==> config.mk <==
export PLATFORM = sky130hd
export DESIGN_NAME = median5_filter_with_velocity
export DESIGN_NICKNAME = d
export VERILOG_FILES = /design/src/hw/rtl/m5v_pkg.sv /design/src/hw/rtl/m5v_window.sv /design/src/hw/rtl/m5v_median.sv /design/src/hw/rtl/m5v_velocity.sv /design/src/hw/rtl/median5_filter_with_velocity.sv
export VERILOG_INCLUDE_DIRS = /design/src /design/src/hw/rtl
export SDC_FILE = /design/constraint.sdc
export NUM_CORES = 1
export LEC_CHECK = 0
export ABC_AREA = 0
export BUFFER_PORTS_ARGS = -buffer_cell sky130_fd_sc_hd__buf_2
export CORE_MARGIN = 5
export CORE_UTILIZATION = 38
export DETAILED_ROUTE_END_ITERATION = 16
export GPL_ROUTABILITY_DRIVEN = 0
export SETUP_SLACK_MARGIN = 0.2
export SLEW_MARGIN = 25
export SYNTH_ARGS = -nofsm -noshare
export SYNTH_HDL_FRONTEND = slang
export SYNTH_HIERARCHICAL = 1
export SYNTH_SLANG_ARGS = --single-unit
==> constraint.sdc <==
create_clock -name clk -period 5.65 [get_ports clk]
set_input_delay 1.13 -clock clk [delete_from_list [all_inputs] [get_ports clk]]
set_output_delay 1.13 -clock clk [all_outputs]
set_load 0.03 [all_outputs]
==> src/hw/rtl/assert_macros.svh <==
// Assertion macros shared by the median filter RTL.
// Included by modules that carry concurrent assertions; no other dependencies.
`ifndef ASSERT_MACROS_SVH
`define ASSERT_MACROS_SVH

// Same-cycle implication, disabled while reset is asserted.
`define ASSERT_IMPL(label, clk, rst_n, ante, cons) \
    label: assert property (@(posedge clk) disable iff (!rst_n) (ante) |-> (cons)) \
        else $error("assertion failed");

// Next-cycle implication, disabled while reset is asserted.
`define ASSERT_NEXT(label, clk, rst_n, ante, cons) \
    label: assert property (@(posedge clk) disable iff (!rst_n) (ante) |=> (cons)) \
        else $error("assertion failed");

`endif

==> src/hw/rtl/m5v_pkg.sv <==
// Shared constants and types for the median-of-five filter with velocity.
// No dependencies; used by every module of the block.
`default_nettype none

package m5v_pkg;

    // Window geometry and sample width.
    localparam int WINDOW_SIZE = 5;
    localparam int SAMPLE_BITS = 12;
    localparam int SLOT_BITS   = $clog2(WINDOW_SIZE);
    localparam int RANK_BITS   = $clog2(WINDOW_SIZE);
    localparam int MEDIAN_RANK = WINDOW_SIZE / 2;

    typedef logic [SAMPLE_BITS-1:0]        sample_t;
    typedef logic signed [SAMPLE_BITS:0]   velocity_t;
    typedef logic [SLOT_BITS-1:0]          slot_t;
    typedef logic [RANK_BITS-1:0]          rank_t;
    typedef sample_t [WINDOW_SIZE-1:0]     window_t;

endpackage

`default_nettype wire

==> src/hw/rtl/m5v_window.sv <==
// Ring of recent samples with its write slot and the stage valid flag.
// Depends on m5v_pkg and assert_macros.svh.
`default_nettype none
`include "assert_macros.svh"

module m5v_window (
    input  wire logic             clk,
    input  wire logic             rst_n,
    input  wire logic             load,
    input  wire m5v_pkg::sample_t sample,
    input  wire logic             advance,
    output m5v_pkg::window_t      window,
    output logic                  valid
);

    m5v_pkg::window_t window_reg;
    m5v_pkg::window_t window_next;
    m5v_pkg::slot_t   slot_reg;
    m5v_pkg::slot_t   slot_next;
    logic             valid_reg;
    logic             valid_next;

    // Write the new sample over the oldest entry and step the slot with wrap.
    always_comb
    begin
        window_next = window_reg;
        slot_next   = slot_reg;
        if (load)
        begin
            window_next[slot_reg] = sample;
            if (slot_reg == m5v_pkg::SLOT_BITS'(m5v_pkg::WINDOW_SIZE - 1))
            begin
                slot_next = '0;
            end
            else
            begin
                slot_next = slot_reg + m5v_pkg::SLOT_BITS'(1);
            end
        end
    end

    // The stage holds a request from load until the output stage takes it.
    always_comb
    begin
        valid_next = valid_reg;
        if (load)
        begin
            valid_next = 1'b1;
        end
        else if (advance)
        begin
            valid_next = 1'b0;
        end
    end

    always_ff @(posedge clk or negedge rst_n)
    begin
        if (!rst_n)
        begin
            window_reg <= '0;
            slot_reg   <= '0;
            valid_reg  <= 1'b0;
        end
        else
        begin
            window_reg <= window_next;
            slot_reg   <= slot_next;
            valid_reg  <= valid_next;
        end
    end

    assign window = window_reg;
    assign valid  = valid_reg;

    `ASSERT_IMPL(a_slot_in_range, clk, rst_n, 1'b1,
        slot_reg < m5v_pkg::SLOT_BITS'(m5v_pkg::WINDOW_SIZE))
    `ASSERT_NEXT(a_load_sets_valid, clk, rst_n, load, valid_reg)
    `ASSERT_NEXT(a_load_moves_slot, clk, rst_n, load, slot_reg != $past(slot_reg))
    `ASSERT_NEXT(a_idle_keeps_slot, clk, rst_n, !load, slot_reg == $past(slot_reg))

endmodule

`default_nettype wire

==> src/hw/rtl/m5v_median.sv <==
// Rank-select median of the sample window.
// Depends on m5v_pkg.
`default_nettype none

module m5v_median (
    input  wire m5v_pkg::window_t window,
    output m5v_pkg::sample_t      median
);

    // Each entry counts the entries ordered before it (ties broken by position);
    // the entry whose count equals the middle rank is the median.
    always_comb
    begin
        m5v_pkg::rank_t   rank;
        m5v_pkg::sample_t result;
        result = '0;
        for (int i = 0; i < m5v_pkg::WINDOW_SIZE; i++)
        begin
            rank = '0;
            for (int j = 0; j < m5v_pkg::WINDOW_SIZE; j++)
            begin
                if (j != i)
                begin
                    if ((window[j] < window[i]) || ((window[j] == window[i]) && (j < i)))
                    begin
                        rank = rank + m5v_pkg::RANK_BITS'(1);
                    end
                end
            end
            if (rank == m5v_pkg::RANK_BITS'(m5v_pkg::MEDIAN_RANK))
            begin
                result = result | window[i];
            end
        end
        median = result;
    end

endmodule

`default_nettype wire

==> src/hw/rtl/m5v_velocity.sv <==
// Signed difference of two filtered positions and its magnitude.
// Depends on m5v_pkg.
`default_nettype none

module m5v_velocity (
    input  wire m5v_pkg::sample_t current,
    input  wire m5v_pkg::sample_t previous,
    output m5v_pkg::velocity_t    velocity,
    output m5v_pkg::sample_t      speed
);

    m5v_pkg::velocity_t diff;
    m5v_pkg::velocity_t diff_neg;

    // Zero-extend both positions so the difference always fits one bit wider.
    always_comb
    begin
        diff     = $signed({1'b0, current}) - $signed({1'b0, previous});
        diff_neg = -diff;
        velocity = diff;
        if (diff[m5v_pkg::SAMPLE_BITS])
        begin
            speed = diff_neg[m5v_pkg::SAMPLE_BITS-1:0];
        end
        else
        begin
            speed = diff[m5v_pkg::SAMPLE_BITS-1:0];
        end
    end

endmodule

`default_nettype wire

==> src/hw/rtl/median5_filter_with_velocity.sv <==
// Median-of-five position filter with velocity and speed outputs.
//
// Input channel: in_valid / in_stall carry one 12-bit adc_sample per request.
// Output channel: out_valid / out_stall carry one result per input request:
// filtered_position (median of the last five samples), velocity (signed
// difference to the previous filtered position) and speed (its magnitude).
// Timing: a sample accepted at one clock edge is written into the window at
// that edge, and its result is loaded into the output registers when the
// window stage advances, which waits while the output is held by out_stall.
// Throughput: one request per cycle, sustained while out_stall does not hold
// the output, set by the single window register stage ahead of the outputs.
// Stalls: while the output holds a result under out_stall, the window stage
// can still take one more request; once both are full, in_stall rises until
// the output drains.
// Reset (rst_n low, asynchronous) clears the window to zeros, the write slot,
// the previous filtered position and both valid flags, so the first results
// after reset take zeros from the unfilled window entries.
// Depends on m5v_pkg, m5v_window, m5v_median, m5v_velocity, assert_macros.svh.
`default_nettype none
`include "assert_macros.svh"

module median5_filter_with_velocity (
    input  wire logic               clk,
    input  wire logic               rst_n,
    input  wire logic               in_valid,
    output logic                    in_stall,
    input  wire m5v_pkg::sample_t   adc_sample,
    output logic                    out_valid,
    input  wire logic               out_stall,
    output m5v_pkg::sample_t        filtered_position,
    output m5v_pkg::velocity_t      velocity,
    output m5v_pkg::sample_t        speed
);

    logic                 stage_valid;
    logic                 stage_advance;
    m5v_pkg::window_t     window;
    m5v_pkg::sample_t     median;
    m5v_pkg::velocity_t   velocity_calc;
    m5v_pkg::sample_t     speed_calc;
    logic                 load;
    logic                 out_busy;

    logic                 out_valid_reg;
    logic                 out_valid_next;
    m5v_pkg::sample_t     position_reg;
    m5v_pkg::velocity_t   velocity_reg;
    m5v_pkg::sample_t     speed_reg;
    m5v_pkg::sample_t     prev_reg;
    m5v_pkg::sample_t     prev_next;

    // Flow control: the window stage moves on when the output register is free.
    assign out_busy      = out_valid_reg && out_stall;
    assign stage_advance = stage_valid && !out_busy;
    assign in_stall      = stage_valid && out_busy;
    assign load          = in_valid && !in_stall;

    m5v_window u_window (
        .clk     (clk),
        .rst_n   (rst_n),
        .load    (load),
        .sample  (adc_sample),
        .advance (stage_advance),
        .window  (window),
        .valid   (stage_valid)
    );

    m5v_median u_median (
        .window (window),
        .median (median)
    );

    m5v_velocity u_velocity (
        .current  (median),
        .previous (prev_reg),
        .velocity (velocity_calc),
        .speed    (speed_calc)
    );

    // Output valid and previous-position bookkeeping.
    always_comb
    begin
        out_valid_next = out_valid_reg;
        prev_next      = prev_reg;
        if (stage_advance)
        begin
            out_valid_next = 1'b1;
            prev_next      = median;
        end
        else if (!out_stall)
        begin
            out_valid_next = 1'b0;
        end
    end

    always_ff @(posedge clk or negedge rst_n)
    begin
        if (!rst_n)
        begin
            out_valid_reg <= 1'b0;
            prev_reg      <= '0;
        end
        else
        begin
            out_valid_reg <= out_valid_next;
            prev_reg      <= prev_next;
        end
    end

    // Result payload registers load only when a request moves in.
    always_ff @(posedge clk)
    begin
        if (stage_advance)
        begin
            position_reg <= median;
            velocity_reg <= velocity_calc;
            speed_reg    <= speed_calc;
        end
    end

    assign out_valid         = out_valid_reg;
    assign filtered_position = position_reg;
    assign velocity          = velocity_reg;
    assign speed             = speed_reg;

    `ASSERT_IMPL(a_in_stall_cause, clk, rst_n, in_stall, out_valid_reg && out_stall)
    `ASSERT_NEXT(a_advance_fills_out, clk, rst_n, stage_advance,
        out_valid_reg && (prev_reg == position_reg))
    `ASSERT_IMPL(a_speed_matches, clk, rst_n, out_valid_reg,
        (velocity_reg[m5v_pkg::SAMPLE_BITS] ?
            (m5v_pkg::SAMPLE_BITS'(-velocity_reg) == speed_reg) :
            (velocity_reg[m5v_pkg::SAMPLE_BITS-1:0] == speed_reg)))
    `ASSERT_NEXT(a_prev_holds, clk, rst_n, !stage_advance, prev_reg == $past(prev_reg))

endmodule

`default_nettype wire

==> results of run 1 <==
==> cells in the mapped netlist (all sizes together) (2+ instances only) <==
| master | n |
|---|---|
| ha | 148 |
| nand4 | 27 |
| and4bb | 3 |
| nor2 | 14 |
| mux2 | 72 |
| o221ai | 2 |
| o21a | 3 |
| a211oi | 4 |
| or4b | 3 |
| o21ai | 19 |
| and3 | 3 |
| o311ai | 2 |
| nand3 | 43 |
| o211ai | 13 |
| and2 | 2 |
| nand2 | 32 |
| dfrtp | 77 |
| edfxtp | 37 |
| xor2 | 4 |
| nor3 | 8 |
| a221oi | 3 |
| clkbuf | 4 |
| inv | 84 |
| a32oi | 26 |
| xnor2 | 21 |
| nand2b | 8 |
| nor2b | 12 |
| nand4b | 3 |
| a2111oi | 5 |
| a21o | 16 |
| o31ai | 10 |
| or4 | 2 |
| buf | 13 |
| a21boi | 2 |
| a21oi | 58 |
| mux2i | 2 |
| and4 | 2 |
| or3 | 3 |
==> cell type report <==
type                       instances  area (µm²)  share of cell area
multi-input combinational        590        5970               0.512
sequential                       114        3050               0.262
timing repair buffer             196        1370               0.117
clock buffer                      22         475              0.0408
tap                              285         357              0.0306
inverter                          84         318              0.0273
clock inverter                    10         109             0.00935
==> cell families (layout without fill, tap and decap cells) <==
kind of cell / count (synthesis) / count (layout) / synth area share
adder cells (fa/ha/maj): 149 / 149 / 0.213
buffers and inverters: 101 / 312 / 0.0505
multiplexers: 74 / 74 / 0.0986
AND/OR/NAND/NOR: 169 / 169 / 0.109
AO/OA/AOI/OAI: 173 / 173 / 0.156
flip-flops: 114 / 114 / 0.346
XOR/XNOR: 25 / 25 / 0.0258
==> per-layer routing <==
layer  up-vias  global-route usage
li1       3444                   -
met4         0              0.0450
met5         -                   0
met3        33              0.0365
met2       228               0.297
met1      3485               0.271
==> per-stage QoR <==
stage,hold slack (ps),TNS [ps]
4_1_cts,514,0
5_1_grt,533,-1800
3_5_place_dp,497,-666
6_report,515,-66.8
2_1_floorplan,470,0
3_3_place_gp,494,-97.6
==> worst max path at each step <==
stage                              end  cells after the start                            start  slack, ps
5_1_grt            speed[11]$_DFFE_PP_                     27  u_window/window[21]$_DFFE_PN0P_       -260
4_1_cts            speed[11]$_DFFE_PP_                     25  u_window/window[21]$_DFFE_PN0P_        130
6_report       prev_reg[0]$_DFFE_PN0P_                     35   u_window/window[9]$_DFFE_PN0P_        -60
3_3_place_gp       speed[11]$_DFFE_PP_                     28  u_window/window[33]$_DFFE_PN0P_        -70
3_5_place_dp       speed[11]$_DFFE_PP_                     28  u_window/window[33]$_DFFE_PN0P_       -220
2_1_floorplan      speed[11]$_DFFE_PP_                     23  u_window/window[22]$_DFFE_PN0P_        240
==> worst max-delay path, delay by kind of cell, from the launching register on <==
kind | cells | cell delay, ps
AOI/OAI and AO/OA | 3 | 490
xor gates and xnor gates | 1 | 120
adders and majority gates | 3 | 850
buffers and inverters | 23 | 2760
DFF | 1 | 450
muxes | 1 | 250
and+or+nand+nor | 4 | 650
==> timing repair <==
item	4_1_cts	5_1_grt
resized for setup	51	78
hold buffers	0	0
setup endpoints to repair	14	16
pin swaps	22	44
setup buffers	28	15
==> impl_metrics.json, run 1 <==
{
  "outcome": "complete, but fails checks",
  "violations": "setup timing",
  "yosys.cell_types.count": 79,
  "dr_wl_met3_mm": 1.46,
  "min_from": "prev_reg[3]$_DFFE_PN0P_",
  "synth_edf_count": 37,
  "synth_ff_type": "dfrtp_1",
  "fp-row-count": 55,
  "layout_common_cells": "buf_4 (136), ha_1 (120), inv_1 (71)",
  "start_util": 0.386,
  "r2r-end": "prev_reg[0]$_DFFE_PN0P_",
  "clkTransAtPathRegs_ps": 60,
  "cp_data_arrival_time_ps": 6010,
  "utilization": 0.513,
  "whs_endpoint": "prev_reg[3]$_DFFE_PN0P_",
  "via_count": 7190,
  "final.setup_skew_ps": 6.66,
  "io_buffer_count": 54,
  "largest_register_ffs": 60,
  "place_area_um2": 10000,
  "routed_wl_mm": 25.1,
  "antenna_cells": 0,
  "htreeDepth": 4,
  "slowest_delay_ps": 450,
  "synth.area.top_cells": "dfrtp_1 (22%), ha_1 (21%), edfxtp_1 (13%)",
  "grt_max_degree": 51,
  "synth.avg_cell_area_um2": 10.9,
  "drtIter0Drc": 572,
  "placed_cells": 1226,
  "area_growth_pct": 32.8,
  "max_freq_ghz": 0.175,
  "wl_met2_mm": 11.3,
  "dpl_worst_slack_ps": -220,
  "core-area_um2": 22700,
  "via_per_inst": 5.53,
  "ant_nets": 0,
  "yosysWarnings": 6,
  "pin_count": 55,
  "cts_sinks": 114,
  "fp.dieArea_um2": 26200,
  "finalWorstSetupSlack_ps": -57.2,
  "synth_nets": 970,
  "clk_path_buf_depth": 2,
  "r2r_cells": 35,
  "fin_crit_sh": 1.01,
  "cp.required_ps": 5960,
  "worst_pin_slew_ps": 964,
  "finalHoldViolCount": 0,
  "root_buffer": "clkbuf_16",
  "final_common_cell": "buf_4",
  "firstDrtPassIters": 5,
  "crit_top_cell": "buf_4",
  "final_area_um2": 11600,
  "yosysTopAreaCellShare": 0.220,
  "grt_overflow": 0,
  "drive_above_1_share": 0.387,
  "nNetsFinal": 1168,
  "timing.rr.start": "u_window/window[9]$_DFFE_PN0P_",
  "antenna_found_initial": 0,
  "dpl.hpwl_mm": 18.8,
  "cts_tree": "yes",
  "grt_pass1_wl_mm": 39.1,
  "seq_area_frac_synth": 0.346,
  "timing.final.max_slew_violations": 0,
  "met1_length_mm": 11.8,
  "crit_path_max_fanout": 3,
  "setup-violations-final": 2,
  "grt_pass1_vias": 7133,
  "drcViolationCount": 0,
  "syn_inst": 805,
  "die_w_um": 162,
  "grt_use_total": 0.189,
  "ys_ff_latch": 114,
  "period_needed_ps": 5710,
  "yosys.area.top_type": "dfrtp_1",
  "crit_type": "reg2reg",
  "cp_slowest_cell": "dfrtp_2",
  "worstHoldPathType": "reg2reg",
  "wire_per_inst_um": 19.3,
  "synth_area_um2": 8770,
  "cap_violations": 0,
  "fin_cells": 1301,
  "topRoutingLayerUsed": "met4",
  "hold_depth": 1,
  "maxSlewHeadroom": 0.357,
  "fillers": 1984,
  "async_flop_share": 0.675,
  "crit_path_end_kind": "flop",
  "cts_buffers": 17,
  "rsz0062_at_grt": "true",
  "ff2ff_setup_slack_ps": -60,
  "clkLatencyLatePin_ps": 420,
  "dieHeight_um": 162,
  "start_kind": "flop"
}
Power of run 1 is left out: the tool's default activity adds up to more than one toggle a clock period on the data nets, which glitch-free logic cannot reach.
==> run 2, diff against run 1 <==
Settings changed: RECOVER_POWER from default to 25.
==> run 2 against run 1 <==
  * The run ends with capacitance limit, slew limit, setup timing left
  * Setup slack better by 1.5 ps
  * Core utilization hardly changed
  * Via count down 0.36%
  * Sequential share of layout area about the same
  * Non-clock buffer count unchanged
  * Design area barely moved
  * Fmax barely moved
  * Wire length grew 0.24%
  * Worst hold slack lost 2.3 ps
  * Critical path depth stayed put
  * Critical endpoint unchanged
==> impl_metrics.json, run 2 (synthesis results as in run 1) <==
{
  "antenna_cells": 0,
  "grtUsageMet2": 0.297,
  "final_common_cell": "buf_4",
  "clk_path_buf_depth": 2,
  "holdWs_ps": 512,
  "antenna_found_initial": 0,
  "crit_family": "buffers and inverters",
  "cp.required_ps": 5950,
  "ff2ff_setup_slack_ps": -60,
  "finalHoldViolCount": 0,
  "final.setup_skew_ps": 6.06,
  "grt_use_total": 0.189,
  "startpoint": "u_window/window[9]$_DFFE_PN0P_",
  "start_util": 0.386,
  "core-area_um2": 22700,
  "cp_slowest_cell": "dfrtp_2",
  "violations": "capacitance limit, slew limit, setup timing",
  "timing.rr.start": "u_window/window[9]$_DFFE_PN0P_",
  "period_needed_ps": 5710,
  "postCtsHoldBufs": 0,
  "finalWorstSetupSlack_ps": -55.7,
  "fillers": 1987,
  "grt_max_degree": 51,
  "grt_pass1_wl_mm": 39.1,
  "via_per_inst": 5.51,
  "crit_top_cell": "buf_4",
  "ant_nets": 0,
  "crit_path_max_fanout": 3,
  "wire_per_inst_um": 19.3,
  "via_count": 7164,
  "fin_crit_sh": 1.01,
  "cts_buffers": 17,
  "cts_sinks": 114,
  "pin_count": 55,
  "grt_overflow": 0,
  "cp_data_arrival_time_ps": 6010,
  "firstDrtPassIters": 5,
  "use_met3": 0.0365,
  "crit_type": "reg2reg",
  "dieHeight_um": 162,
  "area_growth_pct": 32.7,
  "maxSlewHeadroom": -0.825,
  "clkTransAtPathRegs_ps": 60,
  "setup-violations-final": 2,
  "drive_above_1_share": 0.384,
  "fp-row-count": 55,
  "grtUsageMet1": 0.271,
  "r2r-end": "prev_reg[0]$_DFFE_PN0P_",
  "worst_pin_slew_ps": 2740,
  "r2r_cells": 35,
  "worstHoldPathType": "reg2reg",
  "layout_common_cells": "buf_4 (134), ha_1 (120), inv_1 (71)",
  "grt_pass1_vias": 7133,
  "clkLatencyLatePin_ps": 420,
  "die_w_um": 162,
  "start_kind": "flop",
  "io_buffer_count": 54,
  "drtIter0Drc": 563,
  "crit_path_end_kind": "flop",
  "cp.depth": 35,
  "fp.dieArea_um2": 26200,
  "dpl.hpwl_mm": 18.8,
  "rsz0062_at_grt": "true",
  "slowest_delay_ps": 450,
  "outcome": "complete, but fails checks",
  "routed_wl_mm": 25.2,
  "largest_register_ffs": 60,
  "busiest_layer": "met2",
  "max_freq_ghz": 0.175,
  "nNetsFinal": 1168,
  "cap_violations": 2,
  "drcViolationCount": 0,
  "path_buf_inv": 23,
  "timing.final.max_slew_violations": 80,
  "cts_tree": "yes",
  "crit_end": "prev_reg[0]$_DFFE_PN0P_",
  "root_buffer": "clkbuf_16",
  "htreeDepth": 4
}
==> run 2: cell types whose count changed in the layout (fill, tap and decap cells not counted), sizes merged <==
cell | previous run | this run
buf | 196 | 193
clkbuf | 22 | 25
==> run 2: worst reg2reg max path, delay by kind of cell (launching register included) <==
family | cells | cell delay (ps)
adders and majority gates | 3 | 850
buffers and inverters | 23 | 2770
and+or+nand+nor | 4 | 650
DFF | 1 | 450
muxes | 1 | 250
AOI/OAI and AO/OA | 3 | 490
xor gates and xnor gates | 1 | 120
==> run 2: metrics by stage <==
step | worst slack, ps | cell area, µm² | TNS (ps) | utilization | cells
floorplan | 236 | 8770 | 0 | - | 805
global placement | -74.1 | 10000 | -97.6 | 0.441 | 1226
detailed placement | -220 | 10000 | -666 | 0.441 | 1226
CTS | 125 | 11100 | 0 | 0.488 | 1286
global route | -260 | 11600 | -1800 | 0.512 | 1301
finish | -55.7 | 11600 | -66.7 | 0.512 | 1301
==> run 2: cell type report <==
cell class	instances	area [µm²]	area share
Inverter	84	318	0.0273
Clock buffer	22	475	0.0409
Tap cell	285	357	0.0307
Timing Repair Buffer	196	1360	0.117
Clock inverter	10	109	0.00936
Multi-Input combinational cell	590	5970	0.513
Sequential cell	114	3050	0.262
==> run 2: repair_timing <==
action                     in CTS  in global routing
pin swaps                      22                 44
resized for setup              51                 78
setup endpoints to repair      14                 16
buffers inserted               28                 15
==> run 2: metal layers <==
layer,vias to the layer above,wire [µm]
met3,31,1420
met1,3484,11900
li1,3445,-
met4,0,469
met5,-,0
met2,204,11300
==> run 2: how the worst min path moves through the flow <==
stage	cells past startpoint	to	slack, ps	start
after CTS	1	prev_reg[3]$_DFFE_PN0P_	510	prev_reg[3]$_DFFE_PN0P_
after global placement	1	prev_reg[3]$_DFFE_PN0P_	490	prev_reg[3]$_DFFE_PN0P_
final	1	prev_reg[3]$_DFFE_PN0P_	510	prev_reg[3]$_DFFE_PN0P_
after floorplan	1	out_valid$_DFFE_PN0P_	470	u_window/valid$_DFFE_PN0P_
after global routing	1	prev_reg[11]$_DFFE_PN0P_	530	prev_reg[11]$_DFFE_PN0P_
after detailed placement	1	prev_reg[3]$_DFFE_PN0P_	500	prev_reg[3]$_DFFE_PN0P_
Power of run 2 is left out for the same reason.
